===== src/sv/rb_pkg.sv =====
// shared types and constants for the relative bearing pipeline
`timescale 1ns / 1ps

package rb_pkg;

   localparam int CORDIC_WIDTH = 64;
   localparam int ACC_WIDTH    = 32;
   localparam int ATAN_ENTRIES = 24;
   localparam int SCALE_BASE   = 60;

   localparam logic [ACC_WIDTH-1:0] HALF_TURN = 32'h8000_0000;

   // arctangent of 2^-i as a 32-bit binary angle, rounded to nearest
   localparam logic [ACC_WIDTH-1:0] ATAN_TABLE [ATAN_ENTRIES] = '{
      32'h20000000, 32'h12E4051E, 32'h09FB385B, 32'h051111D4,
      32'h028B0D43, 32'h0145D7E1, 32'h00A2F61E, 32'h00517C55,
      32'h0028BE53, 32'h00145F2F, 32'h000A2F98, 32'h000517CC,
      32'h00028BE6, 32'h000145F3, 32'h0000A2FA, 32'h0000517D,
      32'h000028BE, 32'h0000145F, 32'h00000A30, 32'h00000518,
      32'h0000028C, 32'h00000146, 32'h000000A3, 32'h00000051
   };

   typedef struct packed {
      logic                    zero;
      logic [CORDIC_WIDTH-1:0] x;
      logic [CORDIC_WIDTH-1:0] y;
      logic [ACC_WIDTH-1:0]    z;
   } cordic_type;

endpackage


===== src/sv/rb_finish.sv =====
// angle rounding and heading subtraction, output register
`timescale 1ns / 1ps

module rb_finish #(
   parameter int ANGLE_WIDTH = 16
) (
   input  logic                   clock,
   input  logic                   reset,
   input  logic                   in_valid,
   output logic                   in_ready,
   input  rb_pkg::cordic_type     in_data,
   input  logic [ANGLE_WIDTH-1:0] in_heading,
   output logic                   out_valid,
   input  logic                   out_ready,
   output logic [ANGLE_WIDTH-1:0] out_bearing
);
   import rb_pkg::*;

   localparam logic [ACC_WIDTH-1:0] ROUND_BIT = ACC_WIDTH'(1) << (ACC_WIDTH - 1 - ANGLE_WIDTH);

   logic                   valid_ff;
   logic [ANGLE_WIDTH-1:0] bearing_ff, bearing_in;
   logic [ACC_WIDTH-1:0]   z_round;

   assign in_ready = !valid_ff || out_ready;

   always_comb begin
      // coincident positions give angle zero
      z_round    = (in_data.zero ? '0 : in_data.z) + ROUND_BIT;
      bearing_in = z_round[ACC_WIDTH-1 -: ANGLE_WIDTH] - in_heading;
   end

   always_ff @(posedge clock) begin
      if (reset) begin
         valid_ff <= 1'b0;
      end else if (in_ready) begin
         valid_ff <= in_valid;
      end
   end

   always_ff @(posedge clock) begin
      if (in_ready && in_valid) begin
         bearing_ff <= bearing_in;
      end
   end

   assign out_valid   = valid_ff;
   assign out_bearing = bearing_ff;

endmodule


===== config.mk =====
export PLATFORM = sky130hd
export DESIGN_NAME = rb_finish
export DESIGN_NICKNAME = d
export VERILOG_FILES = /design/src/sv/rb_pkg.sv /design/src/sv/rb_finish.sv
export SDC_FILE = /design/constraint.sdc
export NUM_CORES = 1
export LEC_CHECK = 0
export BUFFER_PORTS_ARGS = -buffer_cell sky130_fd_sc_hd__buf_4
export CELL_PAD_IN_SITES_DETAIL_PLACEMENT = 0
export CELL_PAD_IN_SITES_GLOBAL_PLACEMENT = 1
export CORE_MARGIN = 2
export CORE_UTILIZATION = 23
export DETAILED_ROUTE_END_ITERATION = 10
export PLACE_DENSITY = 0.95
export SLEW_MARGIN = 15
export SYNTH_ARGS = -nofsm -noshare
export SYNTH_HDL_FRONTEND = slang
export SYNTH_SLANG_ARGS = --single-unit

===== constraint.sdc =====
create_clock -name clock -period 10.07 [get_ports clock]
set_input_delay 2.5175 -clock clock [delete_from_list [all_inputs] [get_ports clock]]
set_output_delay 2.5175 -clock clock [all_outputs]
set_load 0.005 [all_outputs]

==> run metrics <==
1st-pass router iterations 4; RSZ-0062 raised after global routing false; power share of the combinational group 38.6%; CP Data Arrival Time around 5.6 ns; Clock transition at path regs 0.07 ns; crit share post-route 55.2%; pwr/cell area 104 mW/mm²; post-synthesis adder-cell area fraction around 13%; DIE AREA 0.00824 mm²; Area contributors post-synth edfxtp_1 28%, ha_1 12%, xnor2_1 7.6%, xor2_1 5.1%, a21o_1 4.3%; core area 0.00729 mm²; Leak 0.00105 µW; startpoint types input port; compound-gate portion of the synthesized area between 10% and 20%; initial antenna violation count 0; Tmin final 5.56 ns; final WL 4800 µm; slew margin rel. about 44%; clock share of power 22.4%; Hold Buf Count CTS 0; Max Root-Sink Buffers 2; total CTS buffers 3; I/O pin total 199; Area Overhead vs Synth 32.3%; # nets final between 400 and 500; Synthesis Warnings 0; ANT nets after route 0; synthesized area 0.00173 mm²; setup tns final 0 ns; WS Path Type in -> reg; CTS tree yes; CTS sink count 17; Post-Syn Nets about 400; Synth Area in XOR/XNOR 12.6%; post-layout util 31.4%; Int Pwr 164 µW; DRC violations left 0; H-tree levels 1; post-cts sizing count 0; DRT iter0 DRCs 55; largest family of logic cells by synthesized area simple AND/OR/NAND/NOR gates; hold_ws 0.618 ns; run status finished clean; worst vdd ir 0.0707 mV; register bit count reported by yosys 17; share of total power in sequential cells 39.0%; final setup vio count 0; Worst Clk Skew between 0.001 and 0.0015 ns; height of the die between 90 and 100 µm; crit-path max FO 21; Net Switching 74.8 µW; Mapped Avg Cell Area 8.62 µm²; count of cell types in the netlist 39; Clock Latency Late Sink about 0.25 ns; setup repair bufs after CTS 0; num rows 31; Hold Vio Cnt, Final 0; Sw Ratio 31.3%; Slew Viols, Final 0; Max Cap Viol 0; layout cell share with drive strength beyond 1 24.4%; worst-path cell chain buf_4 -> nor2b_1 -> ha_1 -> nand4b_1 -> or3_1 -> or3_1 -> a21oi_1 -> ha_1 -> a21o_1 -> a22oi_1 -> o21ai_0 -> a221oi_1 -> xnor2_1; first-pass GRT wire length 7640 µm; Synth Instances 201; biggest cell delay along the critical path around 0.5 ns; clk root buf clkbuf_8; PortBufs 55; crit end category flop; worst path required time 10.07 ns; highest clock rate between 150 and 200 MHz; Die X roughly 91 µm; Hold WC Path Type reg -> reg; GP Congestion 0.833; hpwl dp 3930 µm; gr usage total 11.7%; Antenna diodes 0; slowest CP cell or3_1; gr ovfl total 0; area share of the largest cell type after synthesis 27.7%; cell taking the most area after synthesis edfxtp_1; Vias per Instance 4.63; vias in the first global route 1575; starting density of the core 23.8%; simple-gate share of the synthesized area 22.4%; mux share of post-synthesis cell area 0%; register area share after synthesis 28.9%; slew at the pin with the worst max-slew slack 0.838 ns; DR vias 1633; wire per inst around 14 µm; flop2flop setup slack 8.49 ns; pin count of the biggest net entering global routing 22
-- per-layer routing --
metal | up-vias | GRT usage [%] | part of all wire [%]
met4 | 0 | 2.78 | 1.2
met2 | 54 | 17.8 | 43
li1 | 818 | - | -
met1 | 755 | 16.2 | 48
met5 | - | 0 | 0
met3 | 6 | 3.42 | 7.3
-- metrics by stage --
stage | std cells | power (µW) | setup WS (ns) | cell area [µm²]
2_1_floorplan | 201 | 146 | 4.38 | 1730
3_3_place_gp | 349 | 184 | 4.26 | 2250
3_5_place_dp | 349 | 186 | 4.24 | 2250
4_1_cts | 353 | 241 | 4.51 | 2290
5_1_grt | 353 | 254 | 4.32 | 2290
6_report | 353 | 239 | 4.51 | 2290
-- Yosys cell counts --
cell        n
and2_1      1
a211oi_1    1
o211ai_1    1
clkbuf_1    6
nand2b_2    1
xnor2_1    15
a221o_2     1
dfxtp_1     1
o21a_1      1
a2111oi_4   1
nor4b_1     1
and3_1      4
and4_1      2
nand2_1    14
xor2_1     10
nand4_1     2
a31oi_1     1
nand3_1     7
o221ai_1    1
nor4_2      1
nand4b_1    1
and4bb_1    1
a22oi_1     1
a41oi_1     1
or3_1       4
fa_1        1
o21ai_0     7
ha_1       16
nor3_1      1
nor2b_1     7
a21o_1     10
inv_1      20
nand3b_1    2
a21oi_1    14
a221oi_1    2
nor2_1     18
edfxtp_1   16
a211o_1     2
nand2b_1    5
-- power by group through the flow --
| stage | clock network, µW | registers (µW) | logic (µW) |
|---|---|---|---|
| final | 53.6 | 93.1 | 92.1 |
| after global placement | 0 | 95.2 | 88.8 |
| after global routing | 58.3 | 94.0 | 102 |
| after CTS | 54.8 | 93.4 | 92.5 |
| after detailed placement | 0 | 94.6 | 90.9 |
| after floorplan | 0 | 95.0 | 50.8 |
-- sequential cells by signal (all words and copies together) (netlist names) --
name         count
out_bearing     16
out_valid        1
-- final cells by class --
class / instances / area (µm²)
Clock buffer: 4 / 45.0
Sequential cell: 17 / 500
Tap cell: 99 / 124
Fill cell: 807 / 5000
Multi-Input combinational cell: 158 / 1130
Inverter: 20 / 75.1
Timing Repair Buffer: 55 / 413
-- worst max-delay path, delay by kind of cell --
kind	cells	cell delay [ns]
AOI/OAI and AO/OA	5	1.06
adders and majority gates	2	0.50
buffers and inverters	1	0.18
and+or+nand+nor	4	1.19
xor gates and xnor gates	1	0.12
-- worst paths after layout --
| path | startpoint | end | cells past startpoint |
|---|---|---|---|
| max | in_data[160] | out_bearing[14] | 13 |
| min | out_valid | out_valid | 2 |
| max reg2reg | out_valid | out_bearing[14] | 2 |
| min reg2reg | out_valid | out_valid | 2 |
-- cells by family after synthesis --
group | Yosys count
flip-flops | 17
AO/OA/AOI/OAI | 44
AND/OR/NAND/NOR | 72
adder cells (fa/ha/maj) | 17
buffers and inverters | 26
XOR/XNOR | 25
-- cells in the final DEF (no fill, tap or decap), drive strengths merged, types with 2 or more instances in the layout --
| cell type | instances |
|---|---|
| nand3b | 2 |
| a221oi | 2 |
| nor2 | 18 |
| a21o | 10 |
| clkbuf | 4 |
| and4 | 2 |
| o21ai | 7 |
| nand3 | 7 |
| buf | 55 |
| a21oi | 14 |
| inv | 20 |
| xor2 | 10 |
| edfxtp | 16 |
| nor2b | 7 |
| nand2b | 6 |
| or3 | 4 |
| xnor2 | 15 |
| nand4 | 2 |
| a211o | 2 |
| nand2 | 14 |
| and3 | 4 |
| ha | 16 |
Power figures use the tool's default switching activity.
