==> src/sv/rb_pkg.sv <==
// shared types and constants for the relative bearing pipeline
`timescale 1ns / 1ps

package rb_pkg;

   localparam int CORDIC_WIDTH = 64;
   localparam int ACC_WIDTH    = 32;
   localparam int ATAN_ENTRIES = 24;
   localparam int SCALE_BASE   = 60;

   localparam logic [ACC_WIDTH-1:0] HALF_TURN = 32'h8000_0000;

   // arctangent of 2^-i as a 32-bit binary angle, rounded to nearest
   localparam logic [ACC_WIDTH-1:0] ATAN_TABLE [ATAN_ENTRIES] = '{
      32'h20000000, 32'h12E4051E, 32'h09FB385B, 32'h051111D4,
      32'h028B0D43, 32'h0145D7E1, 32'h00A2F61E, 32'h00517C55,
      32'h0028BE53, 32'h00145F2F, 32'h000A2F98, 32'h000517CC,
      32'h00028BE6, 32'h000145F3, 32'h0000A2FA, 32'h0000517D,
      32'h000028BE, 32'h0000145F, 32'h00000A30, 32'h00000518,
      32'h0000028C, 32'h00000146, 32'h000000A3, 32'h00000051
   };

   typedef struct packed {
      logic                    zero;
      logic [CORDIC_WIDTH-1:0] x;
      logic [CORDIC_WIDTH-1:0] y;
      logic [ACC_WIDTH-1:0]    z;
   } cordic_type;

endpackage

==> src/sv/rb_prep.sv <==
// offset computation, scaling and half-plane fold ahead of the cordic
`timescale 1ns / 1ps

module rb_prep #(
   parameter int POS_WIDTH   = 32,
   parameter int ANGLE_WIDTH = 16
) (
   input  logic                   clock,
   input  logic                   reset,
   input  logic                   in_valid,
   output logic                   in_ready,
   input  logic [POS_WIDTH-1:0]   focal_x,
   input  logic [POS_WIDTH-1:0]   focal_y,
   input  logic [ANGLE_WIDTH-1:0] focal_heading,
   input  logic [POS_WIDTH-1:0]   neighbor_x,
   input  logic [POS_WIDTH-1:0]   neighbor_y,
   output logic                   out_valid,
   input  logic                   out_ready,
   output rb_pkg::cordic_type     out_data,
   output logic [ANGLE_WIDTH-1:0] out_heading
);
   import rb_pkg::*;

   localparam int DIFF_WIDTH = POS_WIDTH + 1;
   localparam int SCALE      = SCALE_BASE - POS_WIDTH;

   logic                   a_valid_ff;
   logic [DIFF_WIDTH-1:0]  a_dx_ff, a_dy_ff, a_dx_in, a_dy_in;
   logic [ANGLE_WIDTH-1:0] a_head_ff;
   logic                   a_ready;

   logic                   b_valid_ff;
   cordic_type             b_data_ff, b_data_in;
   logic [ANGLE_WIDTH-1:0] b_head_ff;
   logic                   b_ready;

   logic [CORDIC_WIDTH-1:0] x_scaled, y_scaled;

   assign b_ready  = !b_valid_ff || out_ready;
   assign a_ready  = !a_valid_ff || b_ready;
   assign in_ready = a_ready;

   always_comb begin
      a_dx_in = {neighbor_x[POS_WIDTH-1], neighbor_x} - {focal_x[POS_WIDTH-1], focal_x};
      a_dy_in = {neighbor_y[POS_WIDTH-1], neighbor_y} - {focal_y[POS_WIDTH-1], focal_y};
   end

   always_comb begin
      x_scaled = {{(CORDIC_WIDTH-DIFF_WIDTH){a_dx_ff[DIFF_WIDTH-1]}}, a_dx_ff} << SCALE;
      y_scaled = {{(CORDIC_WIDTH-DIFF_WIDTH){a_dy_ff[DIFF_WIDTH-1]}}, a_dy_ff} << SCALE;
      b_data_in.zero = (a_dx_ff == '0) && (a_dy_ff == '0);
      // left half plane: turn the vector by a half turn
      if (a_dx_ff[DIFF_WIDTH-1]) begin
         b_data_in.x = CORDIC_WIDTH'(-x_scaled);
         b_data_in.y = CORDIC_WIDTH'(-y_scaled);
         b_data_in.z = HALF_TURN;
      end else begin
         b_data_in.x = x_scaled;
         b_data_in.y = y_scaled;
         b_data_in.z = '0;
      end
   end

   always_ff @(posedge clock) begin
      if (reset) begin
         a_valid_ff <= 1'b0;
         b_valid_ff <= 1'b0;
      end else begin
         if (a_ready) begin
            a_valid_ff <= in_valid;
         end
         if (b_ready) begin
            b_valid_ff <= a_valid_ff;
         end
      end
   end

   always_ff @(posedge clock) begin
      if (a_ready && in_valid) begin
         a_dx_ff   <= a_dx_in;
         a_dy_ff   <= a_dy_in;
         a_head_ff <= focal_heading;
      end
      if (b_ready && a_valid_ff) begin
         b_data_ff <= b_data_in;
         b_head_ff <= a_head_ff;
      end
   end

   assign out_valid   = b_valid_ff;
   assign out_data    = b_data_ff;
   assign out_heading = b_head_ff;

endmodule

==> config.mk <==
export PLATFORM = sky130hd
export DESIGN_NAME = rb_prep
export DESIGN_NICKNAME = d
export VERILOG_FILES = /design/src/sv/rb_pkg.sv /design/src/sv/rb_prep.sv
export SDC_FILE = /design/constraint.sdc
export NUM_CORES = 1
export LEC_CHECK = 0
export ABC_AREA = 1
export BUFFER_PORTS_ARGS = -buffer_cell sky130_fd_sc_hd__buf_2
export CORE_MARGIN = 5
export CORE_UTILIZATION = 55
export DETAILED_ROUTE_END_ITERATION = 10
export HOLD_SLACK_MARGIN = 0.15
export PLACE_DENSITY = 0.83
export SYNTH_ARGS = -nofsm -noshare
export SYNTH_HDL_FRONTEND = slang
export SYNTH_SLANG_ARGS = --single-unit
==> constraint.sdc <==
create_clock -name clock -period 6.6 [get_ports clock]
set_input_delay 0 -clock clock [delete_from_list [all_inputs] [get_ports clock]]
set_output_delay 0 -clock clock [all_outputs]
set_load 0.05 [all_outputs]
==> summary.txt, run 1 <==
Placed design
  – PortBufs: approximately 240
  – DP HPWL: around 26 mm
  – DP Area: about 15000 um^2
  – Final Wtd Congestion: just over 0.9

Synth
  – Post-Syn Area per Cell: 7.25 um^2
  – Ys flop type: edfxtp_1
  – Yosys warns: 0
  – Register bit count reported by yosys: between 150 and 200
  – Mapped Cells: 1824
  – Seq/Total Area, Yosys: 0.393
  – Synth unique cells: 39
  – Async SR Flop Fraction: 0
  – Ranking of synthesized cells by area: edfxtp_1, nand2_1, inv_1, ha_1, buf_4
  – Synthesized area: between 10000 and 15000 um^2
  – Post-synth top area share: 0.390
  – Top post-synthesis cells by count: nand2_1, inv_1, edfxtp_1, nor2_1, buf_4
  – EDFF count, synth: about 170
  – Area leader, netlist: edfxtp_1
  – Count leader, synth: nand2_1

STA
  – Relative slew slack: 0.332
  – # setup viols final: 0
  – Hold violation count in the final report: 0
  – TNS Setup: 0 ns
  – Slew @ Worst Pin: 1.00 ns
  – Fmax: between 0.4 and 0.5 GHz
  – Period utilization: 0.328
  – RSZ-0062 raised after global routing: no
  – Worst Skew: between 0.008 and 0.009 ns
  – Tmin final: around 2.2 ns
  – Max Slew Vio Count: 0

Clock network
  – Clk pin slew, worst setup/hold paths: around 0.06 ns
  – Post-CTS sizing: 0
  – H-tree depth: 4
  – Post-CTS Setup Bufs: 0
  – CTS Buf Count: 17
  – Sink Count: approximately 170
  – Cts hold-fix bufs: 60
  – Clock Root Buffer: clkbuf_16
  – Clock Latency Late Sink: ~0.42 ns
  – TritonCTS clock tree: done
  – Deepest clock path buffer count: 2

Floorplan
  – Core area: about 24000 um^2
  – Die X: 165 um
  – Die area: about 27000 um^2
  – Row cnt: 56
  – Initial Util: 0.560
  – Die Y: approximately 170 um
  – I/O pin total: 327

GRT
  – Pin count of the biggest net entering global routing: between 80 and 90
  – GRT Residual Overflow: 0
  – Antenna violations before repair: 0
  – All-Layer GR Usage: 0.236
  – First-pass GRT wire length: about 51 mm
  – Vias in the first global route: about 11000

Pwr
  – Switching Fraction: 0.352
  – Comb pwr share: 0.307
  – Reg power frac: 0.402
  – Leakage: around 8.6 nW
  – Clock Power Share: 0.290
  – Cell Pwr Density: around 230 nW/um^2
  – Tot Pwr: ~3.6 mW
  – Max rail drop VDD: between 0.1 and 0.15 mV
  – Net Sw Power: 1.26 mW
  – Pint: about 2.3 mW

Route
  – Via count: between 10000 and 15000
  – Post-DRT Antenna Nets: 0
  – Residual DRC: 0
  – DR WL/cell: approximately 13 um
  – DRT Pass-1 Iters: 8
  – Vias per inst: around 4.7
  – Initial detailed-routing violation count: 976
  – Total Routed Length: 32.9 mm

Finish
  – Fin nets: 2356
  – Final core utilization: 0.666
  – Area Growth Syn to Fin: 18.9%
  – Design Area, Final: about 16000 um^2
  – Layout cells sized above 1: 0.148
  – Fillers: roughly 2000

Critical path
  – Critical path arrival: around 2.3 ns
  – Setup crit end kind: flop
  – Worst EP required: 6.77 ns
  – Worst Setup Path Type: flop to flop
  – Worst Setup Start Kind: flop
  – CP Max Fanout: between 60 and 70

Job
  – Max Cap Violations: 0

Status
  – Status: completed

Hold path
  – Hold Path Class: input pin to flop
## critical path, stage by stage (launching register included)
cell and delay, ns:
edfxtp_1 0.32, buf_4 0.53, inv_1 0.54, a31oi_1 0.33
xnor2_1 0.16, inv_1 0.05
## routing by layer
layer	vias up	global-route usage	part of all wire
met5	-	0	0
met4	0	0.0631	0.017
met3	52	0.0310	0.081
met2	455	0.374	0.44
met1	5078	0.343	0.47
li1	6041	-	-
## final timing paths
check                                    from             end  slack (ns)  depth (start not counted)
worst max-delay path              a_dx_ff[32]    out_data[71]        4.44                          5
worst min-delay path            neighbor_y[6]      a_dy_ff[6]        0.17                          3
worst max register to register    a_dx_ff[32]    out_data[71]        4.44                          5
worst min register to register   a_head_ff[9]  out_heading[9]        0.42                          0
## through the flow
step	cells	setup WS [ns]	hold slack [ns]
2_1_floorplan	1913	1.09	0.0691
3_3_place_gp	2378	4.44	0.178
3_5_place_dp	2378	4.43	0.178
4_1_cts	2469	4.41	0.151
5_1_grt	2469	4.23	0.177
6_report	2470	4.44	0.167
## cells by family (layout without fill, tap and decap cells)
family,after synthesis,count (layout),synth area share
buf+inv,483,720,0.162
compound gates,76,76,0.0310
simple gates,943,943,0.295
other cells,1,91,0.000283
fa+ha+maj,70,70,0.0673
xor+xnor,77,77,0.0510
flops,174,174,0.393
## state kept, by name (all words and copies together) (netlist names)
signal       cells
a_valid_ff       1
out_heading     16
a_head_ff       16
a_dx_ff         33
out_valid        1
out_data        74
a_dy_ff         33
## cell usage in the layout (no fill, tap or decap), drive strengths merged
cell and count:
nand2 658, inv 388, buf 243, edfxtp 172
nor2 164, conb 90, nand3 85, ha 68
xor2 60, dlygate4sd3 60, a21oi 46, nand4 21
o21ai 20, clkbuf 18, xnor2 17, nor3 9
and2 4, clkinvlp 4, bufinv 4, o31ai 3
clkinv 3, a21o 2, o21bai 2, a31oi 2
fa 2, dfxtp 2, diode 1, or2 1
nor4 1, o211ai 1
## layout make-up
type / instances / area, um^2 / area share
antenna: 1 / 2.50 / 0.000159
clock buffer: 18 / 429 / 0.0273
clock inverter: 13 / 189 / 0.0120
inverter: 386 / 1450 / 0.0922
multi-input combinational: 1256 / 6220 / 0.396
sequential: 174 / 5200 / 0.331
tap: 319 / 399 / 0.0254
timing repair buffer: 303 / 1830 / 0.116
## power by group through the flow
stage          Sequential (mW)  Clock [mW]  Combinational (mW)
2_1_floorplan             1.60           0               0.692
3_3_place_gp              1.46           0                1.05
3_5_place_dp              1.47           0                1.06
4_1_cts                   1.44        1.06                1.10
5_1_grt                   1.46        1.11                1.22
6_report                  1.45        1.04                1.10
No activity file was read; power rests on OpenSTA's default activity.
==> inputs of run 2 (changes only) <==
ABC_AREA = 0   (was 1)
CORE_UTILIZATION = 53   (was 55)
clock period = 2.05 ns   (was 6.6 ns; I/O delays follow)
==> run 2 against run 1 <==
  * The flow now finishes with violations (setup timing)
  * Worst setup slack lost 5.8 ns
  * Global-route usage shrank 0.63 points
  * Sequential power grew to 3.2 times the previous value
  * Synthesized area shrank 19%
  * Die area shrank 15%
  * Power grew to 3.2 times the previous value
  * Non-clock buffer count grew 218
  * Sequential share of layout area grew 0.098 points
  * Critical path type unchanged
  * Largest cell class unchanged
==> summary.txt, run 2 <==
Placed design
  – PortBufs: 239 (unchanged)
  – Final Wtd Congestion: 0.902 (was 0.912)
  – DP HPWL: 20.3 mm (was 26.3 mm)

Synth
  – Seq/Total Area, Yosys: 0.488 (was 0.393)
  – Synth unique cells: 59 (was 39)
  – Yosys warns: 0 (unchanged)
  – EDFF count, synth: 172 (unchanged)
  – Ranking of synthesized cells by area: edfxtp_1, ha_1, xnor2_1, buf_4, inv_1 (was edfxtp_1, nand2_1, inv_1, ha_1, buf_4)
  – Async SR Flop Fraction: 0 (unchanged)
  – Mapped Cells: 975 (was 1824)
  – Ys flop type: edfxtp_1 (unchanged)
  – Register bit count reported by yosys: 174 (unchanged)
  – Post-Syn Area per Cell: 10.9 um^2 (was 7.25 um^2)
  – Post-synth top area share: 0.485 (was 0.390)
  – Area leader, netlist: edfxtp_1 (unchanged)
  – Top post-synthesis cells by count: edfxtp_1, xnor2_1, inv_1, buf_4, ha_1 (was nand2_1, inv_1, edfxtp_1, nor2_1, buf_4)
  – Synthesized area: 10700 um^2 (was 13200 um^2)
  – Count leader, synth: edfxtp_1 (was nand2_1)

STA
  – Period utilization: 1.66 (was 0.328)
  – RSZ-0062 raised after global routing: yes (was no)
  – Max Slew Vio Count: 0 (unchanged)
  – Fmax: 0.294 GHz (was 0.462 GHz)
  – # setup viols final: 51 (was 0)
  – Relative slew slack: 0.607 (was 0.332)
  – Worst Skew: 0.00701 ns (was 0.00890 ns)
  – WHS: 0.105 ns (was 0.167 ns)
  – Hold violation count in the final report: 0 (unchanged)
  – Slew @ Worst Pin: 0.589 ns (was 1.00 ns)
  – Final setup margin: -1.35 ns (was 4.44 ns)
  – Tmin final: 3.40 ns (was 2.16 ns)

Floorplan
  – I/O pin total: 327 (unchanged)
  – Core area: 19700 um^2 (was 23600 um^2)
  – Die Y: 152 um (was 165 um)
  – Die area: 23000 um^2 (was 27300 um^2)
  – Row cnt: 51 (was 56)
  – Initial Util: 0.542 (was 0.560)
  – Die X: 152 um (was 165 um)

Hold path
  – WHS Path Cells: 4 (was 3)
  – Hold Path Origin: neighbor_y[15] (was neighbor_y[6])
  – Hold endpoint: a_dy_ff[16] (was a_dy_ff[6])
  – Hold Path Class: input pin to flop (unchanged)

Clock network
  – CTS Buf Count: 17 (unchanged)
  – Clock Latency Late Sink: 0.42 ns (about the same)
  – Clock Root Buffer: clkbuf_16 (unchanged)
  – Sink Count: 174 (unchanged)
  – Deepest clock path buffer count: 2 (unchanged)
  – TritonCTS clock tree: done (unchanged)
  – Clk pin slew, worst setup/hold paths: 0.07 ns (was 0.06 ns)
  – H-tree depth: 4 (unchanged)

Route
  – DR WL/cell: 15.9 um (was 13.3 um)
  – DRT Pass-1 Iters: 6 (was 8)
  – Residual DRC: 0 (unchanged)
  – Total Routed Length: 28.3 mm (was 32.9 mm)
  – Initial detailed-routing violation count: 478 (was 976)
  – Vias per inst: 5.13 (was 4.71)
  – Post-DRT Antenna Nets: 0 (unchanged)
  – Via count: 9167 (was 11600)

GRT
  – Vias in the first global route: 9394 (was 10600)
  – First-pass GRT wire length: 44.2 mm (was 51.5 mm)
  – Antenna violations before repair: 2 (was 0)
  – Met1 usage: 0.243 (was 0.343)
  – Pin count of the biggest net entering global routing: 91 (was 83)
  – Routing usage on met3: 0.0486 (was 0.0310)
  – GRT Residual Overflow: 0 (unchanged)
  – Global route hottest layer: met2 (unchanged)
  – All-Layer GR Usage: 0.230 (was 0.236)
  – Met2 GRT Util: 0.436 (was 0.374)

Critical path
  – Worst Setup Path Type: flop to flop (unchanged)
  – Reg2reg setup slack: -1.35 ns (was 4.44 ns)
  – Worst Setup Start Kind: flop (unchanged)
  – Worst EP required: 2.22 ns (was 6.77 ns)
  – Cells on worst reg2reg path: 11 (was 5)
  – CP Max Fanout: 3 (was 65)
  – Critical path arrival: 3.57 ns (was 2.34 ns)
  – Setup crit end kind: flop (unchanged)
  – Reg2reg end: out_data[92] (was out_data[71])
  – Reg2reg start: a_dy_ff[4] (was a_dx_ff[32])

Finish
  – Final core utilization: 0.798 (was 0.666)
  – Fin nets: 1724 (was 2356)
  – Area Growth Syn to Fin: 47.2% (was 18.9%)
  – Commonest non-fill, non-tap cell in the layout: buf_2 (was nand2_1)
  – Fillers: 1148 (was 2010)
  – Layout cells sized above 1: 0.402 (was 0.148)
  – Max FFs per register: 74 (unchanged)
  – Commonest non-fill, non-tap cells in the layout: buf_2, buf_4, edfxtp_1, xnor2_1, conb_1 (was nand2_1, inv_1, buf_2, edfxtp_1, nor2_1)

Job
  – Max Cap Violations: 0 (unchanged)

Pwr
  – Cell Pwr Density: 727 nW/um^2 (was 229 nW/um^2)
  – Tot Pwr: 11.4 mW (was 3.59 mW)
  – Leakage: 6.96 nW (was 8.64 nW)
  – Max rail drop VDD: 0.526 mV (was 0.142 mV)

Status
  – Failing checks: setup timing
  – Status: complete, but fails checks (was completed)
==> run 2: changes by cell type in the layout (fill, tap and decap cells not counted), moves of 28 or more <==
cell | previous run | this run
a21o_1 | 2 | 30
buf_4 | 4 | 197
inv_1 | 380 | 86
nand2_1 | 643 | 51
nand3_1 | 82 | 7
nor2_1 | 147 | 44
xnor2_1 | 17 | 91
xor2_1 | 60 | 16
==> run 2: repair_timing <==
action	CTS	global route
hold buffers	60	0
setup buffers	25	21
gates resized for setup	49	86
hold endpoints to repair	71	0
pin swaps	30	55
endpoints found under the setup margin	55	68
==> run 2: cells by family (layout without fill, tap and decap cells) <==
logic type      after synthesis  after routing  share of synthesized area
buf+inv                     190            645                     0.0990
other cells                   1             92                   0.000352
mux                           2              2                    0.00188
simple gates                204            204                      0.100
fa+ha+maj                    70             70                     0.0836
xor+xnor                    110            110                     0.0904
flops                       174            174                      0.488
compound gates              224            224                      0.136
==> run 2: metal layers <==
metal,vias up,wire [um]
li1,4415,-
met1,4341,10500
met2,343,15200
met3,68,1580
met4,0,1020
met5,-,0
==> run 2: critical path, stage by stage, from the launching register on <==
cell,delay [ns]
edfxtp_1,0.39
or4_4,0.57
nor2_4,0.14
nand2_2,0.08
or3_4,0.35
or4_4,0.44
or3_4,0.35
or3_4,0.36
nor2_4,0.13
ha_4,0.21
nand2_2,0.06
nand2_1,0.06
==> run 2: cell type report <==
type,count,area (um^2),area share
multi-input cells,700,5580,0.355
inverters,92,373,0.0238
diodes,2,5.00,0.000319
flip-flops and latches,174,5210,0.332
well taps,265,332,0.0211
clock buffers,19,433,0.0276
repair buffers,521,3650,0.233
clock inverters,13,114,0.00726
==> run 2: report_power, final <==
group | internal (mW) | total [mW] | switching [mW]
sequential | 4.44 | 4.62 | 0.182
clock | 1.68 | 3.01 | 1.33
combinational | 1.56 | 3.78 | 2.23
total | 7.67 | 11.4 | 3.74
==> run 2: worst max path at each step <==
| stage | start | to | slack (ns) | cells after the start |
|---|---|---|---|---|
| after CTS | a_dy_ff[5] | out_data[92] | -1.33 | 11 |
| after detailed placement | a_dy_ff[5] | out_data[92] | -1.36 | 11 |
| final | a_dy_ff[4] | out_data[92] | -1.35 | 11 |
| after global placement | a_dy_ff[5] | out_data[92] | -1.28 | 11 |
| after floorplan | a_dy_ff[3] | out_data[91] | -1.24 | 9 |
| after global routing | a_dy_ff[4] | out_data[92] | -1.44 | 11 |
==> run 2: stage by stage <==
step	worst slack (ns)	area [um^2]	cells	setup TNS, ns
detailed placement	-1.36	13700	1659	-43.36
global route	-1.44	15700	1786	-39.72
global placement	-1.28	13700	1659	-39.01
floorplan	-1.24	11400	1064	-48.79
finish	-1.35	15700	1786	-35.04
CTS	-1.33	15300	1776	-34.72
